<file path="config.mk">
export PLATFORM = sky130hd
export DESIGN_NAME = serial_port_register_block
export DESIGN_NICKNAME = d
export VERILOG_FILES = /design/src/hdl/spr_pkg.sv /design/src/hdl/serial_port_register_block.sv /design/src/hdl/spr_regfile.sv
export SDC_FILE = /design/constraint.sdc
export NUM_CORES = 1
export LEC_CHECK = 0
export ABC_AREA = 1
export BUFFER_PORTS_ARGS = -buffer_cell sky130_fd_sc_hd__clkbuf_2
export CAP_MARGIN = 0
export CORE_MARGIN = 10
export CORE_UTILIZATION = 40
export DETAILED_ROUTE_END_ITERATION = 10
export PLACE_DENSITY = 0.61
export SLEW_MARGIN = 25
export SYNTH_ARGS = -nofsm -noshare
export SYNTH_HDL_FRONTEND = slang
export SYNTH_SLANG_ARGS = --single-unit
</file>
<file path="constraint.sdc">
create_clock -name clock -period 2.3 [get_ports clock]
set_input_delay 0.46 -clock clock [delete_from_list [all_inputs] [get_ports clock]]
set_output_delay 0.46 -clock clock [all_outputs]
set_load 0.01 [all_outputs]
</file>
<file path="src/hdl/spr_pkg.sv">
// Package with the register offsets, transfer codes and result type of the serial port block.
`timescale 1ns / 1ps

package spr_pkg;

   // Transfer kinds carried with each request.
   localparam logic [1:0] MODE_READ    = 2'd0;
   localparam logic [1:0] MODE_WRITE   = 2'd1;
   localparam logic [1:0] MODE_RECEIVE = 2'd2;

   // Implemented register offsets.
   localparam logic [3:0] OFS_LINE_STATUS = 4'h0;
   localparam logic [3:0] OFS_HANDSHAKE   = 4'h2;
   localparam logic [3:0] OFS_BAUD_HIGH   = 4'h4;
   localparam logic [3:0] OFS_BAUD_LOW    = 4'h5;
   localparam logic [3:0] OFS_CONTROL     = 4'h6;
   localparam logic [3:0] OFS_RX_COMMAND  = 4'h7;
   localparam logic [3:0] OFS_TX_COMMAND  = 4'h8;
   localparam logic [3:0] OFS_BUFFER      = 4'h9;

   // Status bit constants.
   localparam logic [7:0] STATUS_FORCED_BITS = 8'h06;
   localparam logic [7:0] STATUS_RX_FULL     = 8'h80;
   localparam logic [7:0] STATUS_CLEARABLE   = 8'hF8;

   // Interrupt request mode held in command bits 6:5.
   localparam logic [1:0] IRQ_MODE_SELECT = 2'd1;

   // Widths of the packed stream words.
   localparam int REQ_TDATA_WIDTH = 16;
   localparam int REQ_TUSER_WIDTH = 2;
   localparam int RSP_TDATA_WIDTH = 24;

   // Result of one request.
   typedef struct packed {
      logic [7:0] read_data;
      logic       tx_valid;
      logic [7:0] tx_byte;
      logic       rx_irq;
      logic       tx_irq;
      logic       bad_offset;
   } result_type;

endpackage

</file>
<file path="src/hdl/serial_port_register_block.sv">
// Top level of the serial port register block: stream ports and result register.
//
//  Channel  Direction  Contents
//  req_*    in         tuser: mode; tdata: reg_offset, data_byte
//  rsp_*    out        tdata: read_data, tx_valid, tx_byte, rx_irq, tx_irq, bad_offset
//
// One request is taken per cycle while no result stalls; its result appears in
// the next cycle from the result register, the only storage on the path.
// A request is taken whenever the result register is empty or being drained,
// so a stalled result holds back new requests but never drops one.
// Reset clears all port registers and empties the result register.
`timescale 1ns / 1ps

module serial_port_register_block (
   input  logic                                clock,
   input  logic                                reset,
   input  logic                                req_tvalid,
   output logic                                req_tready,
   // [3:0] reg_offset, [11:4] data_byte, [15:12] zero
   input  logic [spr_pkg::REQ_TDATA_WIDTH-1:0] req_tdata,
   // [1:0] mode
   input  logic [spr_pkg::REQ_TUSER_WIDTH-1:0] req_tuser,
   output logic                                rsp_tvalid,
   input  logic                                rsp_tready,
   // [7:0] read_data, [8] tx_valid, [16:9] tx_byte, [17] rx_irq, [18] tx_irq,
   // [19] bad_offset, [23:20] zero
   output logic [spr_pkg::RSP_TDATA_WIDTH-1:0] rsp_tdata
);
   import spr_pkg::*;

   logic       accept;
   result_type result;
   result_type rsp_data_ff;
   logic       rsp_valid_ff, rsp_valid_in;

   // Take a request when the result register is free or being emptied.
   assign req_tready = ~rsp_valid_ff | rsp_tready;
   assign accept     = req_tvalid & req_tready;

   spr_regfile u_regfile (
      .clock      (clock),
      .reset      (reset),
      .accept     (accept),
      .mode       (req_tuser[1:0]),
      .reg_offset (req_tdata[3:0]),
      .data_byte  (req_tdata[11:4]),
      .result     (result)
   );

   // Result register occupancy.
   always_comb begin
      rsp_valid_in = rsp_valid_ff;
      if (accept) begin
         rsp_valid_in = 1'b1;
      end else if (rsp_tready) begin
         rsp_valid_in = 1'b0;
      end
   end

   always_ff @(posedge clock) begin
      if (reset) begin
         rsp_valid_ff <= 1'b0;
      end else begin
         rsp_valid_ff <= rsp_valid_in;
      end
   end

   // Result payload loads with each taken request.
   always_ff @(posedge clock) begin
      if (accept) begin
         rsp_data_ff <= result;
      end
   end

   assign rsp_tvalid = rsp_valid_ff;
   assign rsp_tdata  = {4'b0000,
                        rsp_data_ff.bad_offset,
                        rsp_data_ff.tx_irq,
                        rsp_data_ff.rx_irq,
                        rsp_data_ff.tx_byte,
                        rsp_data_ff.tx_valid,
                        rsp_data_ff.read_data};

endmodule

</file>
<file path="src/hdl/spr_regfile.sv">
// Register file and request decode of the serial port block.
`timescale 1ns / 1ps

module spr_regfile (
   input  logic                clock,
   input  logic                reset,
   input  logic                accept,
   input  logic [1:0]          mode,
   input  logic [3:0]          reg_offset,
   input  logic [7:0]          data_byte,
   output spr_pkg::result_type result
);
   import spr_pkg::*;

   logic [7:0]  line_status_ff,      line_status_in;
   logic [7:0]  handshake_status_ff, handshake_status_in;
   logic [15:0] baud_divisor_ff,     baud_divisor_in;
   logic [7:0]  port_control_ff,     port_control_in;
   logic [7:0]  receive_command_ff,  receive_command_in;
   logic [7:0]  transmit_command_ff, transmit_command_in;
   logic [7:0]  receive_buffer_ff,   receive_buffer_in;
   logic [7:0]  transmit_buffer_ff,  transmit_buffer_in;

   // Decode the request into a result and the next register values.
   always_comb begin
      line_status_in      = line_status_ff;
      handshake_status_in = handshake_status_ff;
      baud_divisor_in     = baud_divisor_ff;
      port_control_in     = port_control_ff;
      receive_command_in  = receive_command_ff;
      transmit_command_in = transmit_command_ff;
      receive_buffer_in   = receive_buffer_ff;
      transmit_buffer_in  = transmit_buffer_ff;
      result              = '0;
      case (mode)
         MODE_READ: begin
            case (reg_offset)
               OFS_LINE_STATUS: result.read_data = line_status_ff | STATUS_FORCED_BITS;
               OFS_HANDSHAKE:   result.read_data = handshake_status_ff;
               OFS_BAUD_HIGH:   result.read_data = {4'b0000, baud_divisor_ff[11:8]};
               OFS_BAUD_LOW:    result.read_data = baud_divisor_ff[7:0];
               OFS_CONTROL:     result.read_data = port_control_ff;
               OFS_RX_COMMAND:  result.read_data = receive_command_ff;
               OFS_TX_COMMAND:  result.read_data = transmit_command_ff;
               OFS_BUFFER:      result.read_data = receive_buffer_ff;
               default:         result.bad_offset = 1'b1;
            endcase
         end
         MODE_WRITE: begin
            case (reg_offset)
               OFS_LINE_STATUS:
                  line_status_in = line_status_ff & ~(data_byte & STATUS_CLEARABLE);
               OFS_HANDSHAKE:  handshake_status_in = data_byte;
               OFS_BAUD_HIGH:  baud_divisor_in = {data_byte, baud_divisor_ff[7:0]};
               OFS_BAUD_LOW:   baud_divisor_in = {baud_divisor_ff[15:8], data_byte};
               OFS_CONTROL:    port_control_in = data_byte;
               OFS_RX_COMMAND: receive_command_in = data_byte;
               OFS_TX_COMMAND: transmit_command_in = data_byte;
               OFS_BUFFER: begin
                  // A write to the transmit buffer sends the byte to the line.
                  transmit_buffer_in = data_byte;
                  result.tx_valid    = 1'b1;
                  result.tx_byte     = data_byte;
                  result.tx_irq      = (transmit_command_ff[6:5] == IRQ_MODE_SELECT);
               end
               default: result.bad_offset = 1'b1;
            endcase
         end
         MODE_RECEIVE: begin
            // A byte from the line fills the receive buffer.
            receive_buffer_in = data_byte;
            line_status_in    = STATUS_RX_FULL;
            result.rx_irq     = (receive_command_ff[6:5] == IRQ_MODE_SELECT);
         end
         default: begin
            result = '0;
         end
      endcase
   end

   // Apart from reset, registers change only when a request is taken.
   always_ff @(posedge clock) begin
      if (reset) begin
         line_status_ff      <= '0;
         handshake_status_ff <= '0;
         baud_divisor_ff     <= '0;
         port_control_ff     <= '0;
         receive_command_ff  <= '0;
         transmit_command_ff <= '0;
         receive_buffer_ff   <= '0;
         transmit_buffer_ff  <= '0;
      end else if (accept) begin
         line_status_ff      <= line_status_in;
         handshake_status_ff <= handshake_status_in;
         baud_divisor_ff     <= baud_divisor_in;
         port_control_ff     <= port_control_in;
         receive_command_ff  <= receive_command_in;
         transmit_command_ff <= transmit_command_in;
         receive_buffer_ff   <= receive_buffer_in;
         transmit_buffer_ff  <= transmit_buffer_in;
      end
   end

endmodule

</file>
# == Word-level counts from Yosys, hierarchy flattened ==
# Cells that the tools add are included.
# totals
reg_bits,81
wordCells,57
# op_classes
mux,8
eq_ne,12
reduce_logical,15
bitwise_logic,7
# op_table
operator,count
case mux 8 bit (8 select lines),1
case mux 12 bit (2 select lines),1
"equality test 4 x 3 -> 1 bit, second input constant",4
case mux 8 bit (2 select lines),1
AND reduction 3 bit,5
two-way mux 9 bit,1
AND 8 bit,1
"equality test 4 bit, second input constant",2
two-way mux 8 bit,1
NOT 8 bit,1
AND reduction 4 bit,2
OR reduction 8 bit,1
"equality test 2 x 1 -> 1 bit, second input constant",3
"equality test 4 x 2 -> 1 bit, second input constant",1
logical NOT 4 bit,1
AND reduction 2 bit,2
nonzero test 2 bit,2
two-way mux 1 bit,3
NOT 1 bit,3
"equality test 2 bit, second input constant",1
logical NOT 2 bit,1
"!= test 2 bit, second input constant",1
OR reduction 2 bit,1
AND 1 bit,1
OR 1 bit,1

# == Longest topological paths before layout ==
# Gate-level depths: netlist (run 1).
# depth
depth_word,4
depth_mapped,8
depth_no_buf,8

# == Hierarchy ==
# Synthesis (run 1) repeated with hierarchy kept, for this count alone.
# hier_totals
cells_unflattened,429
hier_area_um2,3434.5
# by_module_without_submodules
mod,cells_each,instances,area_per_inst_um2
spr_regfile,398,1,2752.6
serial_port_register_block,31,1,681.9

# == Worst setup path after synthesis (run 1) ==
# OpenSTA, ideal clock, no wires.
# synth_path
kind,input -> register
start,input rsp_tready
end,register u_regfile.line_status_ff[3]
setup_ns,0.114
stages,7
arrival_time_ns,1.727
path_slack_ns,0.459
cell_sequence,inv_1 nand2_1 nand2_1 inv_1 nand3_1 o21bai_1 inv_1
# synth_via
elab_chain_cells,3
# synth_lines
item,line_no,source
start: declaration,serial_port_register_block.sv:24,"input logic rsp_tready,"
OR 1 bit,serial_port_register_block.sv:37,assign req_tready = ~rsp_valid_ff | rsp_tready;
net req_tready,serial_port_register_block.sv:18,"output logic req_tready,"
AND 1 bit,serial_port_register_block.sv:38,assign accept = req_tvalid & req_tready;
net accept,serial_port_register_block.sv:31,logic accept;
AND reduction 3 bit (no source line),--,
end signal: assignment,spr_regfile.sv:93,line_status_ff <= line_status_in;
end: declaration,spr_regfile.sv:15,"logic [7:0] line_status_ff, line_status_in;"
# The timed path passes the listed nets, and every way through them passes these cells.
# A chain may end at the register's enable or synchronous reset.

# == Worst setup path after layout (run 1) ==
# layout_path
start,"register rsp_valid_ff, in the netlist rsp_tvalid"
end,register u_regfile.baud_divisor_ff[6]
# layout_via
elab_chain_cells,4
# layout_lines
item,line_no,source
start: declaration,serial_port_register_block.sv:34,"logic rsp_valid_ff, rsp_valid_in;"
start signal: assignment,serial_port_register_block.sv:64,rsp_valid_ff <= rsp_valid_in;
NOT 1 bit,serial_port_register_block.sv:37,
OR 1 bit,serial_port_register_block.sv:37,
AND 1 bit,serial_port_register_block.sv:38,
AND reduction 4 bit (no source line),--,
end signal: assignment,spr_regfile.sv:95,baud_divisor_ff <= baud_divisor_in;
end: declaration,spr_regfile.sv:17,"logic [15:0] baud_divisor_ff, baud_divisor_in;"
# Every way passes these cells.

==> results.toml, run 1 <==
[run_status]
status = "completed"

[pwr]
powerDensity_mw_per_mm2 = 704
clock_power_share_pct = 41.5
p_comb_share_pct = 8.0
switching_share_pct = 24.1
power_frac_seq_pct = 50.6
p_int_w = 0.00217
p_total_w = 0.00286
peakVddDrop_uv = 311
leakage_nw = 1.79
switchingPower_w = 0.000690

[yosys]
syn_area_per_cell_sq_um = 7.62
async_flop_share_pct = 0
synth_area_leaders = "dfxtp_1 (33%), edfxtp_1 (17%), nor2_1 (12%)"
netlist.top_cell.by_area = "dfxtp_1"
synth_top_cell_area_share_pct = 32.9
ys_warn_count = 0
synth-seq-area-share_pct = 49.9
yosys_most_used_dff = "dfxtp_1"
synth_edf_count = 20
ys_types = 23
postSynthCellCount = 463
synth-seq-cells = 78
synth_area_sq_mm = 0.00353

[timing]
report.final.slew_viol_count = 0
setup_viol = 0
fin_setup_tns_ps = 0
rsz0062_at_grt = "no"
timing.final.crit_period_ps = 1530
timing_hold_violations_final = 0
layout_worst_path_cycle_share_pct = 66.5
clock_skew_ps = 10.4
max_freq_mhz = 654

[critical_path]
path_class = "reg -> reg"
timing.rr.end = "u_regfile.baud_divisor_ff[6]"
cp-end-kind = "flip-flop"
cp-start-kind = "flip-flop"
required_ps = 2550
ff2ff_setup_slack_ps = 770
ff2ff_path_depth = 6
path_max_fanout = 12
cp.arrival_ps = 1780
timing.rr.start = "rsp_tvalid"

[final_layout]
area_delta_synth_final_pct = 15.2
fin_area_sq_mm = 0.00407
drive_gt1_share_pct = 17.8
multiInputGateArea_sq_mm = 0.00153
final_util_pct = 47.1
layout_common_cells = "nor2_1 (115), nand2_1 (63), dfxtp_1 (58)"
seqCellArea_sq_mm = 0.00176
final_common_cell = "nor2_1"
fillCellCount = 864
final_nets = 529
n_antenna_cell = 0

[min_path]
hold_end = "u_regfile.baud_divisor_ff[11]"
worst_hold_startpoint = "reset"
worstHoldPathType = "in -> reg"
whs_path_depth = 2

[floorplan]
die_h_um = 114
io_pins = 48
die_w_um = 114
coreArea_sq_mm = 0.00864
die_area_sq_mm = 0.0130
rows = 34
start_util_pct = 40.9

[global_routing]
antenna_found_initial = 0
grtUsageTotal_pct = 14.9
grt_pass1_vias = 2884
grt_max_degree = 54
grt_pass1_wl_um = 15300
grt_remaining_overflow = 0

[run]
maxCapViolCount = 0

[clock_tree]
cts.sink_count = 78
clk_latency_ps = 360
numCtsBuffers = 9
clkSlewWorstSetupHoldPaths_ps = 90
clockRootBuffer = "clkbuf_8"
cts_tree = "yes"
postCtsSetupBuffers = 0
cts_resized = 0
cts_hold_buf = 0
cts_buffer_depth = 2
htreeDepth = 3

[drt]
wl_um = 9580
vias_per_cell = 4.92
drt_first_pass_iters = 5
avgRoutedWirePerCell_um = 15.5
vias = 3051
drcViolationCount = 0
drtAntennaViolNets = 0
drt_iter0_markers = 174

[placed_design]
dpl-instance-area_sq_mm = 0.00383
place.gp.congestion = 0.855
dp_hpwl_um = 6840
io_buffer_count = 39
==> stage by stage <==
stage / setup WS, ps / cells / hold slack [ps]
CTS: 776 / 620 / 343
finish: 770 / 620 / 349
floorplan: 459 / 466 / 434
global route: 624 / 620 / 356
global placement: 479 / 604 / 459
detailed placement: 459 / 604 / 462
==> layer usage <==
layer	vias up	track usage, %	wire, um
li1	1581	-	-
met1	1352	19.1	4390
met2	97	22.8	4240
met3	21	4.30	660
met4	0	6.52	295
met5	-	0	0
==> worst max path at each step <==
| stage | from | end | slack [ps] | cells after the start |
|---|---|---|---|---|
| final | rsp_tvalid | u_regfile.baud_divisor_ff[6] | 770 | 6 |
| after CTS | rsp_tvalid | u_regfile.baud_divisor_ff[6] | 780 | 6 |
| after floorplan | rsp_tready | u_regfile.line_status_ff[3] | 460 | 7 |
| after detailed placement | req_tuser[0] | u_regfile.baud_divisor_ff[6] | 460 | 8 |
| after global placement | req_tuser[0] | u_regfile.baud_divisor_ff[5] | 480 | 8 |
| after global routing | rsp_tvalid | u_regfile.port_control_ff[7] | 620 | 6 |
==> registers in the layout (all words and copies together) (netlist names) <==
signal,cells
u_regfile.transmit_command_ff,8
u_regfile.receive_command_ff,8
u_regfile.baud_divisor_ff,12
u_regfile.receive_buffer_ff,8
rsp_tdata,20
u_regfile.port_control_ff,8
u_regfile.line_status_ff,5
u_regfile.handshake_status_ff,8
rsp_tvalid,1
==> power by group through the flow <==
stage	clock, W	combinational [W]	sequential (W)
after floorplan	0	0.000124	0.00149
after global placement	0	0.000227	0.00148
after detailed placement	0	0.000230	0.00148
after CTS	0.00120	0.000230	0.00145
after global routing	0.00127	0.000252	0.00145
final	0.00119	0.000228	0.00145
==> layout make-up <==
type                            instances  area share, %
Sequential cell                        78           43.3
Multi-Input combinational cell        331           37.5
Timing Repair Buffer                   48           6.46
Clock buffer                           11           3.75
Inverter                               39           3.60
Tap cell                              108           3.32
Clock inverter                          5           1.97
==> worst max-delay path: stages (launching register included) <==
cell     delay, ps
dfxtp_1        320
nand2_1        160
nand3_2        360
nor2_4         310
inv_2          120
nor2_1         110
nor2_1          50
==> cells in the mapped netlist, types with 6 or more instances <==
| library cell | instances |
|---|---|
| edfxtp_1 | 20 |
| inv_1 | 31 |
| dfxtp_1 | 58 |
| nor2_4 | 10 |
| buf_4 | 6 |
| inv_2 | 8 |
| a21oi_1 | 20 |
| nor2_1 | 115 |
| nor3_1 | 8 |
| buf_2 | 6 |
| nand2_1 | 63 |
| o21ai_0 | 51 |
| nand3_1 | 45 |
==> kinds of logic (layout without fill, tap and decap cells) <==
group,count (synthesis),after routing,synth area share (%)
AO/OA/AOI/OAI,76,76,11.1
other,1,4,0.106
AND/OR/NAND/NOR,251,251,31.7
buffers and inverters,57,103,7.13
flip-flops,78,78,49.9
No activity file was read; power rests on OpenSTA's default activity.
==> inputs of run 2 (changes only) <==
PLACE_DENSITY = 0.63   (was 0.61)
clock period = 1.25 ns   (was 2.3 ns; I/O delays follow)
==> results.toml, run 2 (synthesized netlist as in run 1, its figures left out) <==
[final_layout]
n_antenna_cell = 0
largest_reg_flops = 20
layout.cells.non_filler = 643
drive_gt1_share_pct = 23.7
final_nets = 552
final_common_cell = "nor2_1"
layout_common_cells = "nor2_1 (110), nand2_1 (61), dfxtp_1 (57)"
area_delta_synth_final_pct = 24.7

[critical_path]
cp.arrival_ps = 1040
timing.rr.end = "u_regfile.port_control_ff[2]"
timing.rr.start = "rsp_tvalid"
path_class = "reg -> out"
slowest_delay_ps = 360
cp-start-kind = "flip-flop"
crit_chain = "nand2_4 > buf_4 > buf_6"
path_max_fanout = 3
critPathBufInv = 2
slowest_stage = "dfxtp_4"
required_ps = 1000
cp-end-kind = "primary output"
ff2ff_setup_slack_ps = -10
ff2ff_path_depth = 7
path_delay_family = "flip-flops"

[clock_tree]
htreeDepth = 3
clk_latency_ps = 360
cts_tree = "yes"
clockRootBuffer = "clkbuf_8"
cts_buffer_depth = 2
clkSlewWorstSetupHoldPaths_ps = 70
numCtsBuffers = 9
cts.sink_count = 78

[drt]
drcViolationCount = 0
wl_met3_um = 625
top_layer = "met4"
avgRoutedWirePerCell_um = 15.1
vias = 3191
vias_per_cell = 4.96
met2_length_um = 4590
drt_iter0_markers = 223
wl_um = 9690
drt_first_pass_iters = 4
drtAntennaViolNets = 0
wl_met1_um = 4360

[global_routing]
grt_pass1_vias = 3111
grt_remaining_overflow = 0
grtUsageTotal_pct = 15.3
grt_pass1_wl_um = 15900
antenna_found_initial = 0
grt_max_degree = 54

[placed_design]
pre_cts_ws_ps = -214
dp_hpwl_um = 7030
dp_cells = 624
place.gp.congestion = 0.834
io_buffer_count = 39

[timing]
report.final.slew_viol_count = 0
timing.final.crit_period_ps = 1290
timing_hold_violations_final = 0
max_freq_mhz = 777
layout_worst_path_cycle_share_pct = 103
rsz0062_at_grt = "yes"
clock_skew_ps = 8.56
fin_setup_tns_ps = -59.7
fin_ws_ps = -37.0
setup_viol = 6

[run]
maxCapViolCount = 0

[min_path]
worstHoldPathType = "in -> reg"
hold_end = "rsp_tvalid"
worst_hold_startpoint = "reset"
whs_path_depth = 2

[floorplan]
die_w_um = 114
coreArea_sq_mm = 0.00864
die_area_sq_mm = 0.0130
die_h_um = 114
start_util_pct = 40.9
io_pins = 48
rows = 34

[pwr]
peakVddDrop_uv = 460
powerDensity_mw_per_mm2 = 1140
p_total_w = 0.00500
leakage_nw = 1.96

[run_status]
failed_checks = "negative setup slack"
status = "finished with violations"
[run 2: stage by stage]
step / area [sq um] / hold WS [ps] / util [%]
6_report: 4400 / 170 / 51.0
5_1_grt: 4400 / 159 / 51.0
4_1_cts: 4320 / 153 / 50.0
3_5_place_dp: 4110 / 462 / 47.6
3_3_place_gp: 4110 / 459 / 47.6
2_1_floorplan: 3570 / 309 / -
[run 2: cell type report]
type,count,area (sq um)
tap,108,135
clock inverter,6,53.8
fill,862,4240
timing repair buffer,71,557
inverter,39,163
sequential,78,1770
multi-input combinational,331,1600
clock buffer,10,128
[run 2: worst max path at each step]
stage | end | from | slack (ps) | depth (start not counted)
after floorplan | u_regfile.line_status_ff[7] | rsp_tvalid | -50 | 7
after global placement | u_regfile.line_status_ff[6] | req_tdata[3] | -180 | 8
after detailed placement | u_regfile.line_status_ff[4] | req_tdata[3] | -210 | 8
after CTS | req_tready | rsp_tvalid | -40 | 3
after global routing | u_regfile.port_control_ff[7] | rsp_tvalid | -80 | 7
final | req_tready | rsp_tvalid | -40 | 3
[run 2: routing by layer]
metal,track usage (%),up-vias
li1,-,1629
met1,19.9,1476
met2,24.4,74
met3,3.73,12
met4,4.76,0
met5,0,-
[run 2: power breakdown]
group / switching [W] / internal (W) / total, W
Combinational: 0.000336 / 0.000187 / 0.000524
Sequential: 0.0000231 / 0.00264 / 0.00266
Clock: 0.000905 / 0.000903 / 0.00181
[run 2: what timing repair did]
item                       CTS  global route
hold buffers                 0             0
pin swaps                    1            14
setup endpoints to repair    6            31
setup buffers                2             1
gates resized for setup      4            41
